`config.mk`:
```
export PLATFORM = sky130hd
export DESIGN_NAME = sx_fifo
export DESIGN_NICKNAME = d
export VERILOG_FILES = /design/src/sx_pkg.sv /design/src/sx_fifo.sv
export SDC_FILE = /design/constraint.sdc
export NUM_CORES = 1
export LEC_CHECK = 0
export ABC_AREA = 1
export BUFFER_PORTS_ARGS = -buffer_cell sky130_fd_sc_hd__buf_2
export CAP_MARGIN = 20
export CORE_ASPECT_RATIO = 0.8
export CORE_UTILIZATION = 50
export CTS_CLUSTER_DIAMETER = 120
export DETAILED_ROUTE_END_ITERATION = 10
export PLACE_DENSITY = 0.71
export SLEW_MARGIN = 20
export SYNTH_ARGS = -nofsm -noshare
export SYNTH_HDL_FRONTEND = slang
export SYNTH_SLANG_ARGS = --single-unit
```
`constraint.sdc`:
```
create_clock -name i_clk -period 3.35 [get_ports i_clk]
set_clock_uncertainty 0.15 [all_clocks]
set_input_delay 0.5025 -clock i_clk [delete_from_list [all_inputs] [get_ports i_clk]]
set_output_delay 0.5025 -clock i_clk [all_outputs]
set_load 0.02 [all_outputs]
```
`src/sx_pkg.sv`:
```
// ----------------------------------------------------------------------------
// sx_pkg
// Shared types, constants and helper functions of the Salsa20/20 stream XOR.
// ----------------------------------------------------------------------------
package sx_pkg;

    localparam int WORD_W      = 32;
    localparam int WORDS       = 16;
    localparam int ROUND_STEPS = 80;
    localparam int STEP_W      = 7;
    localparam int CFG_IDX_W   = 3;
    localparam int CFG_DATA_W  = 64;

    typedef logic [WORD_W-1:0]             t_word;
    typedef logic [WORDS-1:0][WORD_W-1:0]  t_state;
    typedef logic [3:0]                    t_widx;
    typedef t_widx [3:0]                   t_quad;

    // quarter positions of a column round, quarter q at [q]
    localparam t_quad QA = {4'd15, 4'd10, 4'd5, 4'd0};
    localparam t_quad QB = {4'd3, 4'd14, 4'd9, 4'd4};
    localparam t_quad QC = {4'd7, 4'd2, 4'd13, 4'd8};
    localparam t_quad QD = {4'd11, 4'd6, 4'd1, 4'd12};

    localparam t_word SIGMA_0 = 32'h6170_7865;
    localparam t_word SIGMA_1 = 32'h3320_646e;
    localparam t_word SIGMA_2 = 32'h7962_2d32;
    localparam t_word SIGMA_3 = 32'h6b20_6574;

    typedef enum logic [CFG_IDX_W-1:0] {
        CFG_KEY_0,
        CFG_KEY_1,
        CFG_KEY_2,
        CFG_KEY_3,
        CFG_NONCE
    } t_cfg_idx;

    typedef struct packed {
        logic [63:0] key0;
        logic [63:0] key1;
        logic [63:0] key2;
        logic [63:0] key3;
        logic [63:0] nonce;
    } t_cfg;

    typedef struct packed {
        logic [7:0]  data;
        logic        last;
        logic [5:0]  offset;
        logic        new_block;
        logic [63:0] counter;
    } t_job;

    typedef enum logic [1:0] {
        CORE_IDLE,
        CORE_ROUND,
        CORE_ADD,
        CORE_READY
    } t_core_state;

    function automatic t_word rotl(t_word v, int s);
        return (v << s) | (v >> (WORD_W - s));
    endfunction

    function automatic t_state init_state(t_cfg c, logic [63:0] ctr);
        t_state s;
        s[0]  = SIGMA_0;
        s[1]  = c.key0[31:0];
        s[2]  = c.key0[63:32];
        s[3]  = c.key1[31:0];
        s[4]  = c.key1[63:32];
        s[5]  = SIGMA_1;
        s[6]  = c.nonce[31:0];
        s[7]  = c.nonce[63:32];
        s[8]  = ctr[31:0];
        s[9]  = ctr[63:32];
        s[10] = SIGMA_2;
        s[11] = c.key2[31:0];
        s[12] = c.key2[63:32];
        s[13] = c.key3[31:0];
        s[14] = c.key3[63:32];
        s[15] = SIGMA_3;
        return s;
    endfunction

    // row round is a column round on the transposed matrix
    function automatic t_state transpose(t_state s);
        t_state t;
        for (int r = 0; r < 4; r++) begin
            for (int c = 0; c < 4; c++) begin
                t[4*c+r] = s[4*r+c];
            end
        end
        return t;
    endfunction

endpackage

```
`src/sx_fifo.sv`:
```
// ----------------------------------------------------------------------------
// sx_fifo
// Short job queue between the front and the keystream core.
// ----------------------------------------------------------------------------
module sx_fifo
    import sx_pkg::*;
#(
    parameter int DEPTH = 4
)
(
    input  logic i_clk,
    input  logic i_rst_n,
    input  logic i_push,
    input  t_job i_push_data,
    output logic o_full,
    input  logic i_pop,
    output logic o_head_valid,
    output t_job o_head
);

    localparam int PTR_W = (DEPTH > 1) ? $clog2(DEPTH) : 1;
    localparam int CNT_W = $clog2(DEPTH + 1);

    t_job             r_mem [DEPTH];
    logic [PTR_W-1:0] r_wr;
    logic [PTR_W-1:0] n_wr;
    logic [PTR_W-1:0] r_rd;
    logic [PTR_W-1:0] n_rd;
    logic [CNT_W-1:0] r_count;
    logic [CNT_W-1:0] n_count;

    assign o_full       = (r_count == CNT_W'(DEPTH));
    assign o_head_valid = (r_count != '0);
    assign o_head       = r_mem[r_rd];

    always_comb begin
        n_wr    = r_wr;
        n_rd    = r_rd;
        n_count = r_count;
        if (i_push) begin
            n_wr = (r_wr == PTR_W'(DEPTH - 1)) ? '0 : r_wr + 1'b1;
        end
        if (i_pop) begin
            n_rd = (r_rd == PTR_W'(DEPTH - 1)) ? '0 : r_rd + 1'b1;
        end
        unique case ({i_push, i_pop})
            2'b10:   n_count = r_count + 1'b1;
            2'b01:   n_count = r_count - 1'b1;
            default: n_count = r_count;
        endcase
    end

    always_ff @(posedge i_clk) begin
        if (i_push) begin
            r_mem[r_wr] <= i_push_data;
        end
    end

    always_ff @(posedge i_clk) begin
        if (!i_rst_n) begin
            r_wr    <= '0;
            r_rd    <= '0;
            r_count <= '0;
        end else begin
            r_wr    <= n_wr;
            r_rd    <= n_rd;
            r_count <= n_count;
        end
    end

    a_count_bound: assert property (@(posedge i_clk) disable iff (!i_rst_n)
        r_count <= CNT_W'(DEPTH))
        else $error("queue count beyond depth");

endmodule

```
==> summary.txt, run 1 <==
Run status = completed
Root Buffer = clkbuf_16
I/O pin total = 166
First-pass GRT wire length = 39500 um
Tmin final = 3.02 ns
Die height = 142 um
Clock latency on the worst-skew pair = 0.55 ns
Pwr dens = 615 mW/mm^2
Max Cap Viol = 0
Top delay family on crit path = buffers and inverters
Total congestion overflow = 0
Starting DRT DRC Count = 622
WP depth = 5
Total CTS buffers = 31
Max Clk Rate = 331 MHz
Place WS = 0.909 ns
Syn nets = 926
Seq/Total Area, Yosys = 79.7%
Worst path max stage delay = 0.50 ns
Initial Util = 51.7%
Yosys Warn Count = 0
Die W = 177 um
Clock-pin slew on the worst setup and hold paths = 0.06 ns
Via-to-Cell Ratio = 5.55
RSZ-0062 raised after global routing = false
Vias in the first global route = 7261
Reg2reg setup slack = 1.26 ns
Multiplexer area fraction after synthesis = 0%
Comb power frac = 11.6%
Worst r2r src = r_wr[1]$_SDFFE_PN0P_
Part of the power in registers = 53.7%
Hold Crit Endpoint = r_mem[1][19]$_DFFE_PP_
Number of H-tree levels = 1
Routed Antenna Nets = 0
Hold WC Path Type = input port to flop
Crit start category = flop
Routed WL = 25800 um
Fin worst setup slack = 0.332 ns
Commonest non-fill, non-tap cell in the layout = edfxtp_1
Placed inst area = 0.0134 sq mm
Slew headroom = 43.3%
Syn_area_per_cell = 14.7 sq um
Xor/xnor cell area share of the yosys netlist = 0.143%
Cell chain of the critical path = inv_6 -> buf_4 -> o21ai_0 -> o22ai_1 -> buf_2
Detailed Place HPWL = 14700 um
Total GRT Usage = 20.4%
Routability cong. = 0.764
Post-Synthesis Cell Area = 0.0123 sq mm
CTS tree = yes
Yosys reg bits = 329
Drt drc = 0
Leakage = 5.09 nW
Post-Synth Adder-Cell Area = 0.774%
Die Area = 0.0252 sq mm
Worst-path maximum fanout = 80
Worst path bufs/invs = 3
NetSw = 2.18 mW
Setup TNS = 0 ns
Worst-case reg-to-reg path depth = 5
Initial antenna violation count = 1
Fin crit share = 90.1%
Switching Fraction = 24.4%
Clock power frac = 34.7%
Hold Path Stages = 1
Commonest cells after routing, fill and taps aside = edfxtp_1, nor2_1, buf_2
# port buffers = 165
Hold_sp = i_push_data[19]
DR vias = 7493
Largest net degree at the start of global routing = 87
CTS sink cnt = 329
Clock Tree Buf Depth = 3
Least-Margin Pin Slew = 0.850 ns
DR pass1 iterations = 4
Post-synthesis instance total = 835
Max-slew violation count = 0
Routed wire per std cell = 19.1 um
Yosys cell types = 21
Final instance area = 0.0145 sq mm
Share of layout cells above drive strength 1 = 22.0%
Core Box Area = 0.0238 sq mm
Worst r2r dst = r_mem[1][9]$_DFFE_PP_
Final setup vio count = 0
# nets final = 1105
Worst EP required = 2.70 ns
Cell Rows = 50
Total power = 8.92 mW
Max VDD drop = 0.000471 V
Internal power = 6.74 mW
Crit path max-delay cell type = inv_6
Endpoints failing hold = 0
Critical Path Sink Type = output port
Compound-Gate Fraction of Synth Area = 10.8%
Simple-gate share of the synthesized area = 5.69%
CP Class = flop to output port
Final Core Density = 61.0%
Worst EP arrival = 2.37 ns
Area delta synth->final = 18.0%
Largest family of logic cells by synthesized area = compound AO/OA/AOI/OAI gates
[power by group through the flow]
stage / combinational, mW / clock, mW / sequential, mW
floorplan: 0.626 / 0 / 4.87
global placement: 1.01 / 0 / 4.87
detailed placement: 1.02 / 0 / 4.87
CTS: 1.04 / 3.17 / 4.79
global route: 1.13 / 3.32 / 4.80
finish: 1.03 / 3.10 / 4.79
[synth_stat cells]
master | count | area [sq um]
edfxtp_1 | 320 | 9610
nor2_1 | 171 | 642
o21ai_0 | 153 | 766
o22ai_1 | 80 | 500
clkbuf_1 | 38 | 143
inv_1 | 14 | 52.6
buf_6 | 11 | 124
nand2_1 | 11 | 41.3
o21ai_1 | 10 | 50.1
dfxtp_1 | 9 | 180
ha_1 | 6 | 75.1
a21oi_1 | 2 | 10.0
nor3_1 | 2 | 10.0
buf_12 | 1 | 20.0
buf_2 | 1 | 5.00
buf_4 | 1 | 7.51
fa_1 | 1 | 20.0
inv_6 | 1 | 8.76
nand4_1 | 1 | 6.26
xnor2_1 | 1 | 8.76
xor2_1 | 1 | 8.76
[area by class of cell]
type | instances | area, sq um
Antenna cell | 2 | 5.00
Clock buffer | 40 | 810
Clock inverter | 15 | 75.1
Fill cell | 1834 | 9280
Inverter | 15 | 67.6
Multi-Input combinational cell | 439 | 2140
Sequential cell | 329 | 9790
Tap cell | 312 | 390
Timing Repair Buffer | 198 | 1220
[repair_timing]
item / in CTS / in global routing
hold buffers: 17 / 0
gates resized for setup: 0 / 0
endpoints found under the setup margin: 0 / 0
hold endpoints to repair: 60 / 0
buffers inserted: 0 / 0
[worst max-delay path by stage]
stage                    startpoint                     to  slack (ns)
2_1_floorplan  r_wr[0]$_SDFFE_PN0P_  r_mem[2][0]$_DFFE_PP_        0.64
3_3_place_gp                   flop              o_head[0]        0.96
3_5_place_dp                   flop              o_head[0]        0.91
4_1_cts                        flop              o_head[0]        0.30
5_1_grt                        flop             o_head[68]        0.16
6_report                       flop             o_head[67]        0.33
[metal layers]
| layer | part of all wire [%] | routed length (um) | vias up | global-route usage, % |
|---|---|---|---|---|
| met5 | 0 | 0 | - | 0 |
| met4 | 1.4 | 351 | 0 | 4.00 |
| met3 | 7.0 | 1810 | 36 | 4.14 |
| met2 | 47 | 12100 | 256 | 32.5 |
| met1 | 45 | 11500 | 3702 | 29.5 |
| li1 | - | - | 3499 | - |
[flip-flops by register name (all words and copies together), names as in the netlist, named ones only]
signal / flops
r_rd: 2
r_wr: 2
r_mem: 320
r_count: 3
[metrics by stage]
stage	cells	hold slack, ns
floorplan	835	0.321
global placement	1276	0.351
detailed placement	1276	0.355
CTS	1348	0.00194
global route	1349	0.00841
finish	1350	0.0210
[logic make-up after synthesis]
group,count (synthesis)
AO/OA/AOI/OAI,245
XOR/XNOR,2
adder cells (fa/ha/maj),7
buffers and inverters,67
flip-flops,329
AND/OR/NAND/NOR,185
No activity file was read; power rests on OpenSTA's default activity.
==> inputs of run 2 (changes only) <==
--- a/config.mk
+++ b/config.mk
@@ -9,3 +9,3 @@
 export BUFFER_PORTS_ARGS = -buffer_cell sky130_fd_sc_hd__buf_2
-export CAP_MARGIN = 20
+export CAP_MARGIN = 0
 export CORE_ASPECT_RATIO = 0.8
==> constraint.sdc (replaced) <==
create_clock -name i_clk -period 3.91 [get_ports i_clk]
set_clock_uncertainty 0.15 [all_clocks]
set_input_delay 0.5865 -clock i_clk [delete_from_list [all_inputs] [get_ports i_clk]]
set_output_delay 0.5865 -clock i_clk [all_outputs]
set_load 0.1 [all_outputs]
==> summary.txt, run 2 (synthesized netlist as in run 1, its figures left out) <==
Hold WC Path Type = input port to flop (unchanged)
Grt met3 use = 5.48% (was 4.14%)
Starting DRT DRC Count = 531 (was 622)
Routed Antenna Nets = 0 (unchanged)
Slew headroom = 51.1% (was 43.3%)
Final setup vio count = 0 (unchanged)
Max VDD drop = 0.000562 V (was 0.000471 V)
DR vias = 7258 (was 7493)
Core Box Area = 0.0238 sq mm (unchanged)
Leakage = 5.02 nW (was 5.09 nW)
Critical path destination = o_head[76] (was o_head[67])
DR pass1 iterations = 5 (was 4)
Fin worst setup slack = 0.632 ns (was 0.332 ns)
Fin crit share = 83.8%
Initial antenna violation count = 7 (was 1)
Cell chain of the critical path = inv_6 -> buf_4 -> o21ai_0 -> o22ai_1 -> buf_2 (unchanged)
Internal power = 5.88 mW (was 6.74 mW)
Max Clk Rate = 305 MHz
Worst r2r dst = r_mem[2][0]$_DFFE_PP_ (was r_mem[1][9]$_DFFE_PP_)
Pwr dens = 595 mW/mm^2 (was 615 mW/mm^2)
Least-Margin Pin Slew = 0.734 ns (was 0.850 ns)
Top delay family on crit path = buffers and inverters (unchanged)
Run status = completed (unchanged)
Tmin final = 3.28 ns
Worst path bufs/invs = 3 (unchanged)
Worst path max stage delay = 0.46 ns (was 0.50 ns)
Final instance area = 0.0143 sq mm (was 0.0145 sq mm)
Registers with the most flip-flops = r_mem (320), r_count (3) (unchanged)
CTS resizes = 0 (unchanged)
Comb power frac = 19.5% (was 11.6%)
# port buffers = 165 (unchanged)
Clock-pin slew on the worst setup and hold paths = 0.06 ns (about the same)
Die height = 142 um (unchanged)
Worst-path maximum fanout = 91 (was 80)
Gr busiest metal = met2 (unchanged)
# nets final = 1086 (was 1105)
Hold_sp = i_push_data[66] (was i_push_data[19])
Met2 global-route usage = 31.2% (was 32.5%)
Die W = 177 um (unchanged)
RSZ-0062 raised after global routing = false (unchanged)
CP Class = flop to output port (unchanged)
Area delta synth->final = 16.5% (was 18.0%)
Total congestion overflow = 0 (unchanged)
Max reg flops = 320 (unchanged)
Total GRT Usage = 19.4% (was 20.4%)
Die Area = 0.0252 sq mm (unchanged)
Switching Fraction = 30.9% (was 24.4%)
Routed WL = 24900 um (was 25800 um)
Total power = 8.51 mW (was 8.92 mW)
Clock power frac = 32.3% (was 34.7%)
Detailed Place HPWL = 14000 um (was 14700 um)
Placed inst area = 0.0134 sq mm (about the same)
CTS sink cnt = 329 (unchanged)
Place WS = 1.22 ns (was 0.909 ns)
Commonest cells after routing, fill and taps aside = edfxtp_1, nor2_1, buf_2 (unchanged)
Share of layout cells above drive strength 1 = 22.1% (was 22.0%)
Drt drc = 0 (unchanged)
Layout fillers = 1816 (was 1834)
I/O pin total = 166 (unchanged)
First-pass GRT wire length = 37500 um (was 39500 um)
Root Buffer = clkbuf_16 (unchanged)
Worst EP arrival = 2.54 ns (was 2.37 ns)
Multi-input logic area = 0.00214 sq mm (unchanged)
Max Cap Viol = 0 (unchanged)
Critical Path Sink Type = output port (unchanged)
NetSw = 2.63 mW (was 2.18 mW)
Clock Tree Buf Depth = 3 (unchanged)
Initial Util = 51.7% (unchanged)
WP depth = 5 (unchanged)
Via-to-Cell Ratio = 5.45 (was 5.55)
Met1 usage = 26.4% (was 29.5%)
Seq. cell area = 0.00979 sq mm (unchanged)
Worst r2r src = r_wr[0]$_SDFFE_PN0P_ (was r_wr[1]$_SDFFE_PN0P_)
Worst-case reg-to-reg path depth = 5 (unchanged)
Total CTS buffers = 31 (unchanged)
Part of the power in registers = 48.1% (was 53.7%)
Crit path max-delay cell type = inv_6 (unchanged)
CTS tree = yes (unchanged)
Routed wire per std cell = 18.7 um (was 19.1 um)
Largest reg by FF count = r_mem (unchanged)
Commonest non-fill, non-tap cell in the layout = edfxtp_1 (unchanged)
Max-slew violation count = 0 (unchanged)
Largest net degree at the start of global routing = 161 (was 87)
Post-CTS setup repair buffer count = 0 (unchanged)
Number of H-tree levels = 1 (unchanged)
Routability cong. = 0.751 (was 0.764)
Clock latency on the worst-skew pair = 0.54 ns (was 0.55 ns)
Setup TNS = 0 ns (unchanged)
Vias in the first global route = 6868 (was 7261)
Hold_buf cts = 0 (was 17)
Endpoints failing hold = 0 (unchanged)
Crit start category = flop (unchanged)
Worst EP required = 3.17 ns (was 2.70 ns)
Cell Rows = 50 (unchanged)
Reg2reg setup slack = 1.71 ns (was 1.26 ns)
[run 2: final cells by class]
cell class	count	area share (%)
Sequential cell	329	68.4
Multi-Input combinational cell	439	14.9
Timing Repair Buffer	179	6.94
Clock buffer	39	5.63
Tap cell	312	2.73
Clock inverter	15	0.821
Inverter	15	0.472
Antenna cell	4	0.0699
[run 2: worst min path at each step]
stage	endpoint	cells past startpoint
after floorplan	flop	2
after global placement	flop	2
final	r_mem[0][66]$_DFFE_PP_	1
after global routing	r_mem[0][66]$_DFFE_PP_	1
after detailed placement	r_count[2]$_SDFFE_PN0P_	2
after CTS	r_mem[2][66]$_DFFE_PP_	1
[run 2: stage by stage]
step / hold WS (ns) / utilization (%) / cells
finish: 0.104 / 60.2 / 1332
floorplan: 0.321 / - / 835
global route: 0.0901 / 60.2 / 1328
CTS: 0.0835 / 60.2 / 1328
global placement: 0.340 / 56.3 / 1274
detailed placement: 0.348 / 56.3 / 1274
[run 2: metal layers]
metal	share of wire [%]	vias up	routed length, um
li1	-	3456	-
met1	44	3518	10900
met2	47	246	11600
met3	8.5	32	2120
met4	1.2	6	301
met5	0.13	-	33
[run 2: power groups by stage]
| stage | logic, mW | clock network, mW | registers (mW) |
|---|---|---|---|
| floorplan | 1.34 | 0 | 4.17 |
| global route | 1.74 | 2.91 | 4.11 |
| detailed placement | 1.67 | 0 | 4.17 |
| CTS | 1.68 | 2.79 | 4.10 |
| global placement | 1.66 | 0 | 4.17 |
| finish | 1.66 | 2.75 | 4.10 |
[run 2: worst reg2reg max path, cell delays in order (launching register included)]
cell and delay (ns):
dfxtp_1 0.41, inv_1 0.09, ha_1 0.20, nand2_1 0.09, clkinv_2 0.52, buf_4 0.47
==> inputs of run 3 (changes only) <==
Settings changed: ABC_AREA 1 to 0.
Clock period 3.91 ns to 3.29 ns, I/O delays scaled along.
==> summary.txt, run 3 <==
Run status = completed (unchanged)
Die height = 141 um (was 142 um)
Hold WC Path Type = input port to flop (unchanged)
Share of layout cells above drive strength 1 = 42.1% (was 22.1%)
Max Clk Rate = 331 MHz
Post-Synthesis Cell Area = 0.0121 sq mm (was 0.0123 sq mm)
Largest reg by FF count = r_mem (unchanged)
WP depth = 3 (was 5)
Compound-Gate Fraction of Synth Area = 0.207% (was 10.8%)
# diodes = 0 (was 4)
Setup TNS = 0 ns (unchanged)
Drt drc = 0 (unchanged)
Routed wire per std cell = 21.1 um (was 18.7 um)
Top_reg_cell synth = edfxtp_1 (unchanged)
Worst EP required = 2.65 ns (was 3.17 ns)
Worst-case reg-to-reg path depth = 4 (was 5)
Top delay family on crit path = buffers and inverters (unchanged)
DR pass1 iterations = 4 (was 5)
Crit path max-delay cell type = dfxtp_4 (was inv_6)
Routed Antenna Nets = 0 (unchanged)
Cell chain of the critical path = buf_12 -> mux4_2 -> buf_2 (was inv_6 -> buf_4 -> o21ai_0 -> o22ai_1 -> buf_2)
Tmin final = 3.03 ns
Seq/Total Area, Yosys = 81.0% (was 79.7%)
CTS resizes = 0 (unchanged)
Largest net degree at the start of global routing = 46 (was 161)
Initial Util = 51.2% (was 51.7%)
Vias in the first global route = 6039 (was 6868)
Top cells by count, synth = edfxtp_1, mux4_2, dfxtp_1 (was edfxtp_1, nor2_1, o21ai_0)
Most common cell in the synthesized netlist = edfxtp_1 (unchanged)
# port buffers = 165 (unchanged)
Cell Rows = 50 (unchanged)
Worst path bufs/invs = 2 (was 3)
Place WS = 0.777 ns (was 1.22 ns)
Number of H-tree levels = 1 (unchanged)
Critical Path Sink Type = output port (unchanged)
Least-Margin Pin Slew = 0.676 ns (was 0.734 ns)
Fin worst setup slack = 0.264 ns (was 0.632 ns)
Core Box Area = 0.0236 sq mm (was 0.0238 sq mm)
Fin crit share = 92.0%
RSZ-0062 raised after global routing = false (unchanged)
Die Area = 0.0248 sq mm (was 0.0252 sq mm)
Placed inst area = 0.0133 sq mm (was 0.0134 sq mm)
I/O pin total = 166 (unchanged)
Registers with the most flip-flops = r_mem (320), r_count (3) (unchanged)
Total GRT Usage = 17.9% (was 19.4%)
Worst EP arrival = 2.38 ns (was 2.54 ns)
Layout fillers = 1598 (was 1816)
Via-to-Cell Ratio = 5.39 (was 5.45)
Crit start category = flop (unchanged)
Yosys top cell area share = 79.5% (was 78.2%)
Post-Synth Adder-Cell Area = 0.787% (was 0.774%)
Die W = 176 um (was 177 um)
Yosys cell types = 20 (was 21)
Slew headroom = 55.0% (was 51.1%)
Seq. cell area = 0.00980 sq mm (was 0.00979 sq mm)
Final setup vio count = 0 (unchanged)
Xor/xnor cell area share of the yosys netlist = 0.145% (was 0.143%)
Clock-pin slew on the worst setup and hold paths = 0.06 ns (about the same)
Max Cap Viol = 0 (unchanged)
Max VDD drop = 0.000524 V (was 0.000562 V)
Area delta synth->final = 20.5% (was 16.5%)
Hold Path Stages = 1 (unchanged)
Routability cong. = 0.726 (was 0.751)
Clock Tree Buf Depth = 3 (unchanged)
Detailed Place HPWL = 12800 um (was 14000 um)
Leakage = 4.92 nW (was 5.02 nW)
Initial antenna violation count = 1 (was 7)
Max reg flops = 320 (unchanged)
Post-synthesis instance total = 461 (was 835)
Largest family of logic cells by synthesized area = multiplexers (was compound AO/OA/AOI/OAI gates)
Yosys top cell by area = edfxtp_1 (unchanged)
Simple-gate share of the synthesized area = 0.808% (was 5.69%)
Multiplexer area fraction after synthesis = 15.2% (was 0%)
Final instance area = 0.0146 sq mm (was 0.0143 sq mm)
DR vias = 5527 (was 7258)
Post-CTS setup repair buffer count = 0 (unchanged)
Routed WL = 21600 um (was 24900 um)
First-pass GRT wire length = 33400 um (was 37500 um)
Pwr dens = 668 mW/mm^2 (was 595 mW/mm^2)
# nets final = 780 (was 1086)
CTS tree = yes (unchanged)
EDFF count, synth = 320 (unchanged)
Commonest non-fill, non-tap cell in the layout = edfxtp_1 (unchanged)
Post-synth ARST share = 0% (unchanged)
Starting DRT DRC Count = 379 (was 531)
Max-slew violation count = 0 (unchanged)
Total congestion overflow = 0 (unchanged)
Worst path max stage delay = 0.58 ns (was 0.46 ns)
Endpoints failing hold = 0 (unchanged)
Syn nets = 552 (was 926)
Syn_area_per_cell = 26.2 sq um (was 14.7 sq um)
Synth area leaders = edfxtp_1, mux4_2, dfxtp_1 (was edfxtp_1, o21ai_0, nor2_1)
CTS sink cnt = 329 (unchanged)
Clock latency on the worst-skew pair = 0.54 ns (about the same)
Worst-path maximum fanout = 35 (was 91)
Total CTS buffers = 31 (unchanged)
Hold_buf cts = 39 (was 0)
Commonest cells after routing, fill and taps aside = edfxtp_1, buf_2, mux4_2 (was edfxtp_1, nor2_1, buf_2)
Root Buffer = clkbuf_16 (unchanged)
Final Core Density = 61.7% (was 60.2%)
Multi-input logic area = 0.00208 sq mm (was 0.00214 sq mm)
Yosys Warn Count = 0 (unchanged)
CP Class = flop to output port (unchanged)
Yosys reg bits = 329 (unchanged)
## run 3: through the flow
| stage | hold slack (ns) | power (mW) | instances |
|---|---|---|---|
| 6_report | 0.0236 | 9.72 | 1025 |
| 5_1_grt | 0.00555 | 10.0 | 1025 |
| 4_1_cts | 0.000553 | 9.82 | 1025 |
| 3_5_place_dp | 0.384 | 6.59 | 929 |
| 3_3_place_gp | 0.328 | 6.56 | 929 |
| 2_1_floorplan | 0.317 | 6.30 | 461 |
## run 3: logic make-up (layout without fill, tap and decap cells)
kind of cell	Yosys count	count (layout)
flops	329	329
mux	83	83
buf+inv	21	273
simple gates	15	15
fa+ha+maj	7	7
compound gates	4	4
xor+xnor	2	2
## run 3: layout make-up
cell class              count  area share, %
well taps                 312           2.68
repair buffers            213           9.42
multi-input cells         111           14.3
flip-flops and latches    329           67.3
clock buffers              40           5.56
clock inverters            17          0.713
inverters                   3         0.0773
## run 3: where the power goes
group          internal [mW]  leakage (nW)  total [mW]  switching [mW]
Combinational          0.376          1.45        1.69            1.31
Clock                   1.80         0.451        3.20            1.40
Sequential              4.78          3.01        4.84          0.0569
Total                   6.96          4.92        9.72            2.77
## run 3: path summary, 6_finish.rpt
kind / start / endpoint / slack (ns)
min: i_push_data[64] / r_mem[2][64]$_DFFE_PP_ / 0.02
min reg2reg: r_count[2]$_SDFFE_PN0P_ / r_count[2]$_SDFFE_PN0P_ / 0.38
max reg2reg: r_wr[1]$_SDFFE_PN0P_ / r_mem[1][47]$_DFFE_PP_ / 1.28
max: flop / o_head[57] / 0.26
## run 3: metal layers
metal  vias to the layer above  share of wire, %  GRT usage (%)
li1                       2440                 -              -
met1                      2881                42           24.1
met2                       173                49           30.1
met3                        31               7.0           4.42
met4                         2               1.6           3.52
met5                         -             0.079              0
