$ cat src/sx_pkg.sv
// ----------------------------------------------------------------------------
// sx_pkg
// Shared types, constants and helper functions of the Salsa20/20 stream XOR.
// ----------------------------------------------------------------------------
package sx_pkg;

    localparam int WORD_W      = 32;
    localparam int WORDS       = 16;
    localparam int ROUND_STEPS = 80;
    localparam int STEP_W      = 7;
    localparam int CFG_IDX_W   = 3;
    localparam int CFG_DATA_W  = 64;

    typedef logic [WORD_W-1:0]             t_word;
    typedef logic [WORDS-1:0][WORD_W-1:0]  t_state;
    typedef logic [3:0]                    t_widx;
    typedef t_widx [3:0]                   t_quad;

    // quarter positions of a column round, quarter q at [q]
    localparam t_quad QA = {4'd15, 4'd10, 4'd5, 4'd0};
    localparam t_quad QB = {4'd3, 4'd14, 4'd9, 4'd4};
    localparam t_quad QC = {4'd7, 4'd2, 4'd13, 4'd8};
    localparam t_quad QD = {4'd11, 4'd6, 4'd1, 4'd12};

    localparam t_word SIGMA_0 = 32'h6170_7865;
    localparam t_word SIGMA_1 = 32'h3320_646e;
    localparam t_word SIGMA_2 = 32'h7962_2d32;
    localparam t_word SIGMA_3 = 32'h6b20_6574;

    typedef enum logic [CFG_IDX_W-1:0] {
        CFG_KEY_0,
        CFG_KEY_1,
        CFG_KEY_2,
        CFG_KEY_3,
        CFG_NONCE
    } t_cfg_idx;

    typedef struct packed {
        logic [63:0] key0;
        logic [63:0] key1;
        logic [63:0] key2;
        logic [63:0] key3;
        logic [63:0] nonce;
    } t_cfg;

    typedef struct packed {
        logic [7:0]  data;
        logic        last;
        logic [5:0]  offset;
        logic        new_block;
        logic [63:0] counter;
    } t_job;

    typedef enum logic [1:0] {
        CORE_IDLE,
        CORE_ROUND,
        CORE_ADD,
        CORE_READY
    } t_core_state;

    function automatic t_word rotl(t_word v, int s);
        return (v << s) | (v >> (WORD_W - s));
    endfunction

    function automatic t_state init_state(t_cfg c, logic [63:0] ctr);
        t_state s;
        s[0]  = SIGMA_0;
        s[1]  = c.key0[31:0];
        s[2]  = c.key0[63:32];
        s[3]  = c.key1[31:0];
        s[4]  = c.key1[63:32];
        s[5]  = SIGMA_1;
        s[6]  = c.nonce[31:0];
        s[7]  = c.nonce[63:32];
        s[8]  = ctr[31:0];
        s[9]  = ctr[63:32];
        s[10] = SIGMA_2;
        s[11] = c.key2[31:0];
        s[12] = c.key2[63:32];
        s[13] = c.key3[31:0];
        s[14] = c.key3[63:32];
        s[15] = SIGMA_3;
        return s;
    endfunction

    // row round is a column round on the transposed matrix
    function automatic t_state transpose(t_state s);
        t_state t;
        for (int r = 0; r < 4; r++) begin
            for (int c = 0; c < 4; c++) begin
                t[4*c+r] = s[4*r+c];
            end
        end
        return t;
    endfunction

endpackage

$ cat src/sx_if.sv
// ----------------------------------------------------------------------------
// sx_in_if / sx_out_if
// Valid/ready channels for message bytes in and result bytes out.
// ----------------------------------------------------------------------------
interface sx_in_if;
    logic       valid;
    logic       ready;
    logic [7:0] in_byte;
    logic       last_byte;

    modport source (output valid, output in_byte, output last_byte, input ready);
    modport sink   (input valid, input in_byte, input last_byte, output ready);
endinterface


$ cat src/sx_front.sv
// ----------------------------------------------------------------------------
// sx_front
// Accepts message bytes, tracks byte offset and block counter, and tags each
// byte with its position and whether it opens a new keystream block.
// ----------------------------------------------------------------------------
module sx_front
    import sx_pkg::*;
(
    input  logic         i_clk,
    input  logic         i_rst_n,
    sx_in_if.sink        i_in,
    input  logic         i_full,
    output logic         o_push,
    output t_job         o_job
);

    logic [5:0]  r_offset;
    logic [5:0]  n_offset;
    logic [63:0] r_counter;
    logic [63:0] n_counter;
    logic        w_first;

    assign i_in.ready = !i_full;
    assign o_push     = i_in.valid && !i_full;
    assign w_first    = (r_offset == 6'd0);

    assign o_job.data      = i_in.in_byte;
    assign o_job.last      = i_in.last_byte;
    assign o_job.offset    = r_offset;
    assign o_job.new_block = w_first;
    assign o_job.counter   = r_counter;

    always_comb begin
        n_offset  = r_offset;
        n_counter = r_counter;
        if (o_push) begin
            if (i_in.last_byte) begin
                n_offset  = '0;
                n_counter = '0;
            end else begin
                n_offset = r_offset + 6'd1;
                if (w_first) begin
                    n_counter = r_counter + 64'd1;
                end
            end
        end
    end

    always_ff @(posedge i_clk) begin
        if (!i_rst_n) begin
            r_offset  <= '0;
            r_counter <= '0;
        end else begin
            r_offset  <= n_offset;
            r_counter <= n_counter;
        end
    end

endmodule

$ cat src/flat_wrapper.sv
// flat-port wrapper written by rule: the top's interface ports become plain ports
module sx_front_flat import sx_pkg::*;
  (i_clk, i_rst_n, i_full, o_push, o_job, i_in_valid, i_in_in_byte, i_in_last_byte, i_in_ready);
  sx_in_if i_in_i ();
  input  logic i_clk;
  input  logic i_rst_n;
  input  logic i_full;
  output logic o_push;
  output t_job o_job;
  input wire logic [$bits(i_in_i.valid)-1:0] i_in_valid;
  input wire logic [$bits(i_in_i.in_byte)-1:0] i_in_in_byte;
  input wire logic [$bits(i_in_i.last_byte)-1:0] i_in_last_byte;
  output wire logic [$bits(i_in_i.ready)-1:0] i_in_ready;
  assign i_in_i.valid = i_in_valid;
  assign i_in_i.in_byte = i_in_in_byte;
  assign i_in_i.last_byte = i_in_last_byte;
  assign i_in_ready = i_in_i.ready;
  sx_front u_core (.i_clk(i_clk), .i_rst_n(i_rst_n), .i_in(i_in_i), .i_full(i_full), .o_push(o_push), .o_job(o_job));
endmodule
$ cat config.mk
export PLATFORM = sky130hd
export DESIGN_NAME = sx_front_flat
export DESIGN_NICKNAME = d
export VERILOG_FILES = /design/src/sx_pkg.sv /design/src/sx_if.sv /design/src/sx_front.sv /design/src/flat_wrapper.sv
export SDC_FILE = /design/constraint.sdc
export NUM_CORES = 1
export LEC_CHECK = 0
export ABC_AREA = 1
export BUFFER_PORTS_ARGS = -buffer_cell sky130_fd_sc_hd__buf_2
export CORE_AREA = 10 10 100 102
export DETAILED_ROUTE_END_ITERATION = 8
export DIE_AREA = 0 0 110 112
export PLACE_DENSITY = 0.76
export SYNTH_ARGS = -nofsm -noshare
export SYNTH_HDL_FRONTEND = slang
export SYNTH_SLANG_ARGS = --single-unit
export TNS_END_PERCENT = 100
$ cat constraint.sdc
create_clock -name i_clk -period 1.7 [get_ports i_clk]
set_input_delay 0.255 -clock i_clk [delete_from_list [all_inputs] [get_ports i_clk]]
set_output_delay 0.255 -clock i_clk [all_outputs]
set_load 0.03 [all_outputs]
==> impl_summary.log, run 1 <==
INFO  metric outcome = finished, final reports clean
INFO  metric timing_worst_slew_pin_value = 0.329 ns
INFO  metric clkSlewWorstSetupHoldPaths = 0.08 ns
INFO  metric synthesized_area_fraction_occupied_by_xor_and_xnor_cells = 0%
INFO  metric pre_cts_slack = 0.0407 ns
INFO  metric worstSkewPairLatency = 0.35 ns
INFO  metric port_buffers = 78
INFO  metric multi_input_gate_area_in_the_final_layout = 2590 µm²
INFO  metric power.clock.fraction = 39.5%
INFO  metric grt_use_total = 21.8%
INFO  metric hold-path-cell-count = 2
INFO  metric design_power_total = 0.00310 W
INFO  metric antenna_cells = 0
INFO  metric setup.worst_path.start_class = flip-flop
INFO  metric yosys.area_share.adder = 0.881%
INFO  metric design.die.area = 12,300 µm²
INFO  metric timing.critical_path.max_delay_family = buffers and inverters
INFO  metric synth_fp_nets = 708
INFO  metric seq_power_share = 53.0%
INFO  metric cell_type_with_the_highest_occurrence_count_on_the_critical_path = buf_4
INFO  metric antenna_found_initial = 0
INFO  metric totalWireLength = 13,500 µm
INFO  metric drt-vias-per-instance = 5.31
INFO  metric netlist.top_cell.by_area = dfxtp_1
INFO  metric sw_frac_of_total = 25.1%
INFO  metric globalRoute.totalOverflow = 0
INFO  metric critical_path_class = flip-flop to flip-flop
INFO  metric comb_power_share = 7.4%
INFO  metric utilization = 64.7%
INFO  metric detail_route.first_pass.iterations = 5
INFO  metric endpoints_failing_setup = 0
INFO  metric area.growth.synth_to_final = 22.3%
INFO  metric crit_path_start = u_core.r_offset[1]$_SDFFE_PN0P_
INFO  metric root_buffer = clkbuf_8
INFO  metric cts_sinks = 70
INFO  metric maximum_number_of_pins_on_one_net_before_global_route_repair = 32
INFO  metric synth_compound_area_share = 7.69%
INFO  metric ant_nets = 0
INFO  metric layout_min_cycle_time = 1.62 ns
INFO  metric htree_levels = 3
INFO  metric clockBufferDepth = 2
INFO  metric synth_cells = 692
INFO  metric finalCritPeriodShare = 95.2%
INFO  metric initial_core_util = 52.9%
INFO  metric synth_top_cells_by_area = dfxtp_1, nand2_1, nor2_1
INFO  metric unrepaired_setup_endpoints_after_global_routing = yes
INFO  metric nNetsFinal = 805
INFO  metric slowest_delay = 0.31 ns
INFO  metric achievable-frequency = 618 MHz
INFO  metric grt_pass1_vias = 4,386
INFO  metric global_route.peak_usage_layer = met2
INFO  metric launching_point_of_the_worst_reg2reg_path = u_core.r_offset[1]$_SDFFE_PN0P_
INFO  metric num-fill-cells = 754
INFO  metric critical_path_required = 2.00 ns
INFO  metric final-max-slew-violation-count = 0
INFO  metric fp.dieW = 110 µm
INFO  metric hold_path_class = input pin to flip-flop
INFO  metric max_cap_violations = 0
INFO  metric via_count = 4,768
INFO  metric gr-usage-met1 = 29.4%
INFO  metric wire_per_inst = 15.0 µm
INFO  metric grt_first_pass_wirelength = 21,800 µm
INFO  metric number_of_hold_slack_violations_in_the_final_timing_report = 0
INFO  metric finish.instance_area = 5210 µm²
INFO  metric ys_types = 31
INFO  metric cts_tree = built
INFO  metric seq_area_frac_synth = 32.9%
INFO  metric floorplan.die.height = 112 µm
INFO  metric synthMuxAreaShare = 0%
INFO  metric type_of_destination_of_the_critical_path = flip-flop
INFO  metric placeableCoreArea = 8050 µm²
INFO  metric globalRouteMet2Util = 33.7%
INFO  metric std_cell_rows = 33
INFO  metric cp_cell_sequence = inv_1 > ha_4 > nand3_2 > nand2_2 > buf_4 > nand4_1 > buf_4 > a21oi_1 > o21a_1
INFO  metric pwr_density_cell = 596 nW/µm²
INFO  metric layout_skew = 0.00971 ns
INFO  metric synthesized_area_fraction_occupied_by_and_or_nand_nor_cells = 49.2%
INFO  metric switching_power = 0.000780 W
INFO  metric fraction_of_layout_cells_with_a_size_suffix_above_1 = 26.7%
INFO  metric worst-r2r-cell-count = 9
INFO  metric ioPinCount = 95
INFO  metric p_leak = 2.11 nW
INFO  metric setup_ws = 0.0819 ns
INFO  metric cell_internal_pwr = 0.00232 W
INFO  metric hpwlAfterDp = 10,700 µm
INFO  metric met3_track_usage_gr = 5.25%
INFO  metric route.detailed.drc = 0
INFO  metric placedInstanceArea = 4850 µm²
INFO  metric critical-path-slowest-cell = dfxtp_1
INFO  metric cp_num_buf_inv = 3
INFO  metric fin_tns_setup = 0 ns
INFO  metric netlist.area_leader.share = 32.9%
INFO  metric numCtsBuffers = 9
INFO  metric area.sequential = 1430 µm²
INFO  metric synthesis.area = 4260 µm²
INFO  metric detail_route.iter0.violations = 320
INFO  metric min_from = i_rst_n
INFO  metric timing.slew.headroom = 77.8%
INFO  metric gp_congestion = 0.941
INFO  metric post_cts_hold_buffer_count = 0
INFO  metric synth_top_family_by_area = simple AND/OR/NAND/NOR gates
INFO  metric syn_area_per_cell = 6.16 µm²
INFO  metric cp_max_fo = 5
INFO  metric yosysWarningCount = 0
INFO  metric critPathArrivalTime = 1.91 ns
INFO  metric cp.depth = 9
INFO  metric ys_seq_elements = 70
INFO  metric irDropWorstVdd = 0.376 mV
## what timing repair did
item,CTS,global route
endpoints found under the setup margin,0,47
resized for setup,0,61
setup buffers,0,5
## cell usage in the layout, fill, tap and decap left out, drive strengths merged
cell	count
o21a	1
nor3	10
nor3b	10
and2	3
clkinv	1
nand2	205
a211oi	1
clkbuf	14
a21boi	1
a21oi	36
ha	3
nand4	13
inv	66
buf	106
nand3b	1
nor2	194
o21ai	22
o21bai	1
a22oi	1
dfxtp	70
nand3	34
## power groups by stage
stage | clock [W] | sequential, W | combinational, W
6_report | 0.00123 | 0.00165 | 0.000231
5_1_grt | 0.00132 | 0.00165 | 0.000252
4_1_cts | 0.00124 | 0.00165 | 0.000218
3_5_place_dp | 0 | 0.00169 | 0.000218
3_3_place_gp | 0 | 0.00169 | 0.000213
2_1_floorplan | 0 | 0.00170 | 0.000179
## logic make-up after synthesis
logic type      Yosys count
simple gates            470
compound gates           63
flops                    70
buf+inv                  86
fa+ha+maj                 3
## routing by layer
layer	share of wire, %	wire length (µm)	vias up
li1	-	-	2368
met1	43	5860	2197
met2	46	6160	185
met3	9.4	1270	18
met4	1.5	209	0
met5	0	0	-
## cell usage after synthesis (all sizes together)
library cell / count
nand2: 205
nor2: 194
dfxtp: 70
inv: 66
a21oi: 36
nand3: 34
o21ai: 22
buf: 20
nand4: 13
nor3: 10
nor3b: 10
and2: 3
ha: 3
a211oi: 1
a21boi: 1
a22oi: 1
nand3b: 1
o21a: 1
o21bai: 1
## final timing paths
kind / endpoint / slack (ns)
max: u_core.r_counter[7]$_SDFFE_PN0P_ / 0.08
max reg2reg: u_core.r_counter[7]$_SDFFE_PN0P_ / 0.08
min: u_core.r_counter[1]$_SDFFE_PN0P_ / 0.18
min reg2reg: u_core.r_counter[2]$_SDFFE_PN0P_ / 0.48
## per-stage QoR
step | cells | hold WS, ns
after floorplan | 692 | 0.406
after global placement | 878 | 0.470
after detailed placement | 878 | 0.476
after CTS | 893 | 0.176
after global routing | 898 | 0.177
final | 898 | 0.185
## registers in the layout, summed over array words and instances (netlist names)
name              cells
u_core.r_offset       6
u_core.r_counter     64
## area by class of cell
type                       instances  share of cell area (%)
tap                              105                    2.52
inverter                          66                    4.80
sequential                        70                    27.5
multi-input combinational        536                    49.7
clock inverter                     1                  0.0961
timing repair buffer             106                    12.3
clock buffer                      14                    3.12
No activity file was read; power rests on OpenSTA's default activity.
==> inputs of run 2 (changes only) <==
- CORE_AREA: 10 10 100 102 -> 10 10 96 98
- DIE_AREA: 0 0 110 112 -> 0 0 106 108
- MAX_ROUTING_LAYER: default -> met4
- PLACE_DENSITY: 0.76 -> 0.82
- clock period: 1.7 -> 1.9 ns (I/O delays scaled with it)
==> run 2 against run 1 <==
Effect of this change: clock power fell by 9%; count of clock-buffer cells in the layout is 1 lower; hold slack better by 0.029 ns; via count is 1.8% lower; largest cell class unchanged; sequential share of layout area grew 1.1 points; total power decreased by 10%; routed wire length shrank 3.1%; maximum frequency fell by 8.6%; global-route usage rose by 1.7 points; final area is 5.8% lower; sequential cell count unchanged; critical endpoint is now u_core.r_counter[58]$_SDFFE_PN0P_; final cell count decreased by 3.0%.
==> impl_summary.log, run 2 (synthesis results as in run 1) <==
INFO  metric outcome = finished, final reports clean
INFO  metric area.growth.synth_to_final = 15.2%
INFO  metric type_of_destination_of_the_critical_path = flip-flop
INFO  metric r2r_end = u_core.r_counter[58]$_SDFFE_PN0P_
INFO  metric antenna_cells = 0
INFO  metric finalCritPeriodShare = 93.2%
INFO  metric finish.instance_area = 4910 µm²
INFO  metric wire_per_inst = 15.0 µm
INFO  metric maximum_number_of_pins_on_one_net_before_global_route_repair = 24
INFO  metric hold_path_class = input pin to flip-flop
INFO  metric critical_path_required = 2.15 ns
INFO  metric timing.hold.worst_endpoint = u_core.r_counter[1]$_SDFFE_PN0P_
INFO  metric irDropWorstVdd = 0.486 mV
INFO  metric fraction_of_layout_cells_with_a_size_suffix_above_1 = 18.1%
INFO  metric cts_sinks = 70
INFO  metric launching_point_of_the_worst_reg2reg_path = u_core.r_counter[53]$_SDFFE_PN0P_
INFO  metric std_cell_rows = 32
INFO  metric port_buffers = 78
INFO  metric cts_tree = built
INFO  metric placeableCoreArea = 7450 µm²
INFO  metric largest_registers_in_the_final_layout = u_core.r_counter: 64 flops, u_core.r_offset: 6 flops
INFO  metric gp_congestion = 0.986
INFO  metric post_cts_hold_buffer_count = 0
INFO  metric pwr_density_cell = 567 nW/µm²
INFO  metric design.die.area = 11,400 µm²
INFO  metric timing_worst_slew_pin_value = 0.472 ns
INFO  metric hpwlAfterDp = 10,400 µm
INFO  metric worstSkewPairLatency = 0.35 ns
INFO  metric hold-path-cell-count = 2
INFO  metric htree_levels = 3
INFO  metric setup.worst_path.start_class = flip-flop
INFO  metric ant_nets = 0
INFO  metric clkSlewWorstSetupHoldPaths = 0.08 ns
INFO  metric grt_first_pass_wirelength = 21,300 µm
INFO  metric clockBufferDepth = 2
INFO  metric drt-vias-per-instance = 5.38
INFO  metric achievable-frequency = 565 MHz
INFO  metric p_leak = 1.96 nW
INFO  metric layout_min_cycle_time = 1.77 ns
INFO  metric placedInstanceArea = 4700 µm²
INFO  metric layout_skew = 0.0104 ns
INFO  metric final-max-slew-violation-count = 0
INFO  metric critical_path_class = flip-flop to flip-flop
INFO  metric unrepaired_setup_endpoints_after_global_routing = no
INFO  metric highest_count_cells_in_the_layout_ignoring_fill_and_taps = nand2_1, nor2_1, buf_2
INFO  metric largest-register = u_core.r_counter
INFO  metric worst-r2r-cell-count = 9
INFO  metric ioPinCount = 95
INFO  metric dp.cells = 856
INFO  metric via_count = 4,684
INFO  metric layout.cells.most_common = nand2_1
INFO  metric nNetsFinal = 782
INFO  metric numCtsBuffers = 9
INFO  metric route.detailed.drc = 0
INFO  metric cp_max_fo = 5
INFO  metric endpoints_failing_setup = 0
INFO  metric number_of_hold_slack_violations_in_the_final_timing_report = 0
INFO  metric critPathArrivalTime = 2.02 ns
INFO  metric num-fill-cells = 746
INFO  metric floorplan.die.height = 108 µm
INFO  metric globalRoute.totalOverflow = 0
INFO  metric largest_register_ff_count = 64
INFO  metric initial_core_util = 57.2%
INFO  metric timing.slew.headroom = 68.5%
INFO  metric detail_route.first_pass.iterations = 5
INFO  metric fin_tns_setup = 0 ns
INFO  metric grt_use_total = 23.5%
INFO  metric worst_hold_slack = 0.214 ns
INFO  metric antenna_found_initial = 0
INFO  metric detail_route.iter0.violations = 370
INFO  metric min_from = i_rst_n
INFO  metric final_cell_count_no_fill = 871
INFO  metric fp.dieW = 106 µm
INFO  metric reg2reg_slack = 0.13 ns
INFO  metric root_buffer = clkbuf_8
INFO  metric max_cap_violations = 0
INFO  metric grt_pass1_vias = 4,338
INFO  metric totalWireLength = 13,100 µm
[run 2: power breakdown]
group / internal, W / switching, W
Clock: 0.000566 / 0.000556
Combinational: 0.0000537 / 0.000131
Sequential: 0.00147 / 0.00000451
[run 2: worst max-delay path, stage by stage, from the launching register on]
cell and delay (ns):
dfxtp_1 0.44, nand2_1 0.15, nor2_1 0.18, nand2_1 0.09, nor2_1 0.24, nand2_1 0.09
nor2_1 0.27, nand3_1 0.12, nand2_1 0.07, nor2_1 0.03
[run 2: per-stage QoR]
stage / utilization, % / worst slack, ns / power [W]
6_report: 65.9 / 0.129 / 0.00278
5_1_grt: 65.9 / 0.00417 / 0.00286
4_1_cts: 65.4 / 0.0918 / 0.00277
3_5_place_dp: 63.1 / 0.106 / 0.00169
3_3_place_gp: 63.1 / 0.200 / 0.00168
2_1_floorplan: - / 0.166 / 0.00168
[run 2: timing repair]
item / CTS / global route
buffers inserted: 0 / 1
resized for setup: 0 / 6
endpoints found under the setup margin: 0 / 22
[run 2: worst max-delay path by stage]
stage	start	to	cells past startpoint
floorplan	u_core.r_counter[1]$_SDFFE_PN0P_	u_core.r_counter[56]$_SDFFE_PN0P_	10
global placement	u_core.r_counter[1]$_SDFFE_PN0P_	u_core.r_counter[38]$_SDFFE_PN0P_	10
detailed placement	u_core.r_offset[0]$_SDFFE_PN0P_	u_core.r_counter[63]$_SDFFE_PN0P_	10
CTS	u_core.r_offset[0]$_SDFFE_PN0P_	u_core.r_counter[63]$_SDFFE_PN0P_	10
global route	u_core.r_counter[1]$_SDFFE_PN0P_	u_core.r_counter[44]$_SDFFE_PN0P_	11
finish	u_core.r_counter[53]$_SDFFE_PN0P_	u_core.r_counter[58]$_SDFFE_PN0P_	9
[run 2: cell type report]
cell class | instances | area, µm² | share of cell area [%]
Clock buffer | 13 | 169 | 3.44
Sequential cell | 70 | 1400 | 28.6
Timing Repair Buffer | 83 | 465 | 9.48
Multi-Input combinational cell | 536 | 2490 | 50.7
Inverter | 66 | 250 | 5.10
Tap cell | 102 | 128 | 2.60
Clock inverter | 1 | 5.00 | 0.102
[run 2: routing by layer]
metal	track usage [%]	up-vias	part of all wire, %
met3	5.35	27	8.8
met1	29.7	2133	44
li1	-	2316	-
met5	-	-	0
met2	36.4	208	46
met4	7.64	0	1.9
==> inputs of run 3 (changes only) <==
- ABC_AREA: 1 -> 0
- CORE_AREA: 10 10 96 98 -> 10 10 92 94
- DIE_AREA: 0 0 106 108 -> 0 0 102 104
- PLACE_DENSITY: 0.82 -> 0.81
==> run 3 against run 2 <==
Effect of this change: the run now ends with negative setup slack left; critical endpoint is now u_core.r_counter[32]$_SDFFE_PN0P_; core utilization rose by 23 points; count of clock-buffer cells in the layout fell by 3; critical path depth fell by 3; largest power group unchanged; via count rose by 11%; critical path type unchanged.
==> impl_summary.log, run 3 <==
INFO  metric placeableCoreArea = 6680 µm²
INFO  metric worst-r2r-cell-count = 6
INFO  metric std_cell_rows = 30
INFO  metric irDropWorstVdd = 0.583 mV
INFO  metric fraction_of_layout_cells_with_a_size_suffix_above_1 = 52.3%
INFO  metric detail_route.iter0.violations = 719
INFO  metric utilization = 89.4%
INFO  metric syn_area_per_cell = 8.04 µm²
INFO  metric ioPinCount = 95
INFO  metric crit_path_start = u_core.r_offset[5]$_SDFFE_PN0P_
INFO  metric endpoints_failing_setup = 48
INFO  metric yosysWarningCount = 0
INFO  metric synthesis.area = 3730 µm²
INFO  metric drt-vias-per-instance = 6.96
INFO  metric initial_core_util = 55.8%
INFO  metric synth_fp_nets = 480
INFO  metric htree_levels = 3
INFO  metric r2r_end = u_core.r_counter[32]$_SDFFE_PN0P_
INFO  metric grt_pass1_vias = 4,881
INFO  metric ys_seq_elements = 70
INFO  metric max_cap_violations = 0
INFO  metric timing_worst_slew_pin_value = 0.529 ns
INFO  metric wire_per_inst = 24.2 µm
INFO  metric cts_tree = built
INFO  metric finish.instance_area = 5970 µm²
INFO  metric layout_skew = 0.0164 ns
INFO  metric final-max-slew-violation-count = 0
INFO  metric p_leak = 2.48 nW
INFO  metric grt_first_pass_wirelength = 24,200 µm
INFO  metric synth_cells = 464
INFO  metric timing.slew.headroom = 64.6%
INFO  metric layout.cells.most_common = buf_4
INFO  metric cell_internal_pwr = 0.00228 W
INFO  metric cts_sinks = 70
INFO  metric area.growth.synth_to_final = 60.1%
INFO  metric cp_max_fo = 5
INFO  metric antenna_found_initial = 0
INFO  metric critical_path_required = 2.18 ns
INFO  metric clockBufferDepth = 2
INFO  metric synth-edff-count = 0
INFO  metric highest_count_cells_in_the_layout_ignoring_fill_and_taps = buf_4, buf_2, nand2_1
INFO  metric switching_power = 0.000798 W
INFO  metric fp.dieW = 102 µm
INFO  metric yosysMostFrequentCell = dfxtp_1
INFO  metric power.clock.fraction = 45.0%
INFO  metric design_power_total = 0.00308 W
INFO  metric hold_path_class = input pin to flip-flop
INFO  metric nNetsFinal = 680
INFO  metric root_buffer = clkbuf_8
INFO  metric setup_ws = -0.334 ns
INFO  metric pwr_density_cell = 516 nW/µm²
INFO  metric critPathArrivalTime = 2.52 ns
INFO  metric setup.worst_path.start_class = flip-flop
INFO  metric via_count = 5,211
INFO  metric detail_route.first_pass.iterations = 6
INFO  metric maximum_number_of_pins_on_one_net_before_global_route_repair = 24
INFO  metric port_buffers = 78
INFO  metric grt_use_total = 28.7%
INFO  metric synth_top_cells_by_area = dfxtp_1, nand2_1, or4_1
INFO  metric design.die.area = 10,600 µm²
INFO  metric numCtsBuffers = 9
INFO  metric netlist.area_leader.share = 37.6%
INFO  metric hpwlAfterDp = 9430 µm
INFO  metric largest_registers_in_the_final_layout = u_core.r_counter: 64 flops, u_core.r_offset: 6 flops
INFO  metric floorplan.die.height = 104 µm
INFO  metric fin_tns_setup = -9.05 ns
INFO  metric hold-path-cell-count = 2
INFO  metric totalWireLength = 18,200 µm
INFO  metric launching_point_of_the_worst_reg2reg_path = u_core.r_offset[5]$_SDFFE_PN0P_
INFO  metric antenna_cells = 0
INFO  metric post_cts_hold_buffer_count = 0
INFO  metric placedInstanceArea = 5090 µm²
INFO  metric netlist.top_cell.by_area = dfxtp_1
INFO  metric globalRoute.totalOverflow = 0
INFO  metric share_of_async_settable_or_async_resettable_flops_after_synthesis = 0%
INFO  metric num-fill-cells = 292
INFO  metric violations = negative setup slack
INFO  metric achievable-frequency = 448 MHz
INFO  metric synth-main-ff-cell = dfxtp_1
INFO  metric ys_types = 45
INFO  metric sw_frac_of_total = 25.9%
INFO  metric route.detailed.drc = 0
INFO  metric critical_path.endpoint = u_core.r_counter[32]$_SDFFE_PN0P_
INFO  metric layout_min_cycle_time = 2.23 ns
INFO  metric finalCritPeriodShare = 118%
INFO  metric clkSlewWorstSetupHoldPaths = 0.08 ns
INFO  metric comb_power_share = 7.6%
INFO  metric outcome = complete, but fails checks
INFO  metric critical_path_class = flip-flop to flip-flop
INFO  metric seq_power_share = 47.4%
INFO  metric synthTopCellsByCount = dfxtp_1, nand2_1, nor2_1
INFO  metric gp_congestion = 0.910
INFO  metric largest-register = u_core.r_counter
INFO  metric worstSkewPairLatency = 0.37 ns
INFO  metric seq_area_frac_synth = 37.6%
INFO  metric number_of_hold_slack_violations_in_the_final_timing_report = 0
INFO  metric reg2reg_slack = -0.33 ns
INFO  metric worst_hold_slack = 0.237 ns
INFO  metric largest_register_ff_count = 64
INFO  metric type_of_destination_of_the_critical_path = flip-flop
INFO  metric unrepaired_setup_endpoints_after_global_routing = yes
INFO  metric ant_nets = 0
run 3: cell count changes after synthesis, moves of 16 or more:
cell / previous run / this run
inv_1: 62 / 12
or3_1: 0 / 17
xnor2_1: 0 / 16
nand2_1: 195 / 49
nor2_1: 174 / 33
or4_1: 0 / 23
run 3: repair_timing:
item	CTS	global route
setup buffers	15	8
resized for setup	46	73
setup endpoints to repair	37	55
pin swaps	26	24
gates cloned	3	0
run 3: critical path, stage by stage (launching register included):
cell and delay (ns):
dfxtp_4 0.35, or3_4 0.39, o21a_4 0.23, buf_6 0.12
or4_4 0.53, or3_1 0.35, a21oi_1 0.18
run 3: area by class of cell:
type | count | area [µm²] | area share (%)
Multi-Input combinational cell | 354 | 2630 | 44.0
Timing Repair Buffer | 216 | 1510 | 25.3
Sequential cell | 70 | 1470 | 24.6
Clock buffer | 10 | 128 | 2.14
Tap cell | 80 | 100 | 1.68
Clock inverter | 6 | 86.3 | 1.45
Inverter | 13 | 48.8 | 0.817
run 3: power by group through the flow:
stage | logic (W) | clock network, W | registers [W]
finish | 0.000235 | 0.00139 | 0.00146
global route | 0.000243 | 0.00145 | 0.00146
CTS | 0.000199 | 0.00134 | 0.00146
detailed placement | 0.000173 | 0 | 0.00149
global placement | 0.000169 | 0 | 0.00149
floorplan | 0.000118 | 0 | 0.00151
run 3: how the worst min path moves through the flow:
| stage | startpoint | to | slack [ns] |
|---|---|---|---|
| after floorplan | i_rst_n | u_core.r_counter[1]$_SDFFE_PN0P_ | 0.41 |
| after global placement | u_core.r_counter[60]$_SDFFE_PN0P_ | u_core.r_counter[60]$_SDFFE_PN0P_ | 0.47 |
| after detailed placement | u_core.r_counter[60]$_SDFFE_PN0P_ | u_core.r_counter[60]$_SDFFE_PN0P_ | 0.49 |
| after CTS | i_rst_n | u_core.r_counter[1]$_SDFFE_PN0P_ | 0.23 |
| after global routing | i_rst_n | u_core.r_counter[1]$_SDFFE_PN0P_ | 0.24 |
| final | i_rst_n | u_core.r_counter[1]$_SDFFE_PN0P_ | 0.24 |
run 3: cell families (layout without fill, tap and decap cells):
| family | after synthesis | in the layout | synth area share (%) |
|---|---|---|---|
| and+or+nand+nor | 247 | 249 | 37.2 |
| AOI/OAI and AO/OA | 76 | 76 | 12.7 |
| DFF | 70 | 70 | 37.6 |
| buffers and inverters | 42 | 245 | 5.43 |
| xor gates and xnor gates | 24 | 24 | 5.63 |
| adders and majority gates | 3 | 3 | 1.01 |
| muxes | 2 | 2 | 0.537 |
run 3: routing by layer:
layer	track usage, %	vias to the layer above	part of all wire (%)
li1	-	2142	-
met1	31.6	2377	34
met4	16.1	0	7.4
met2	46.8	521	47
met3	5.51	171	12
met5	-	-	0
run 3: through the flow:
step	setup WS, ns	std cells
3_3_place_gp	-0.274	710
5_1_grt	-0.399	749
6_report	-0.334	749
4_1_cts	-0.251	744
2_1_floorplan	-0.374	464
3_5_place_dp	-0.312	710
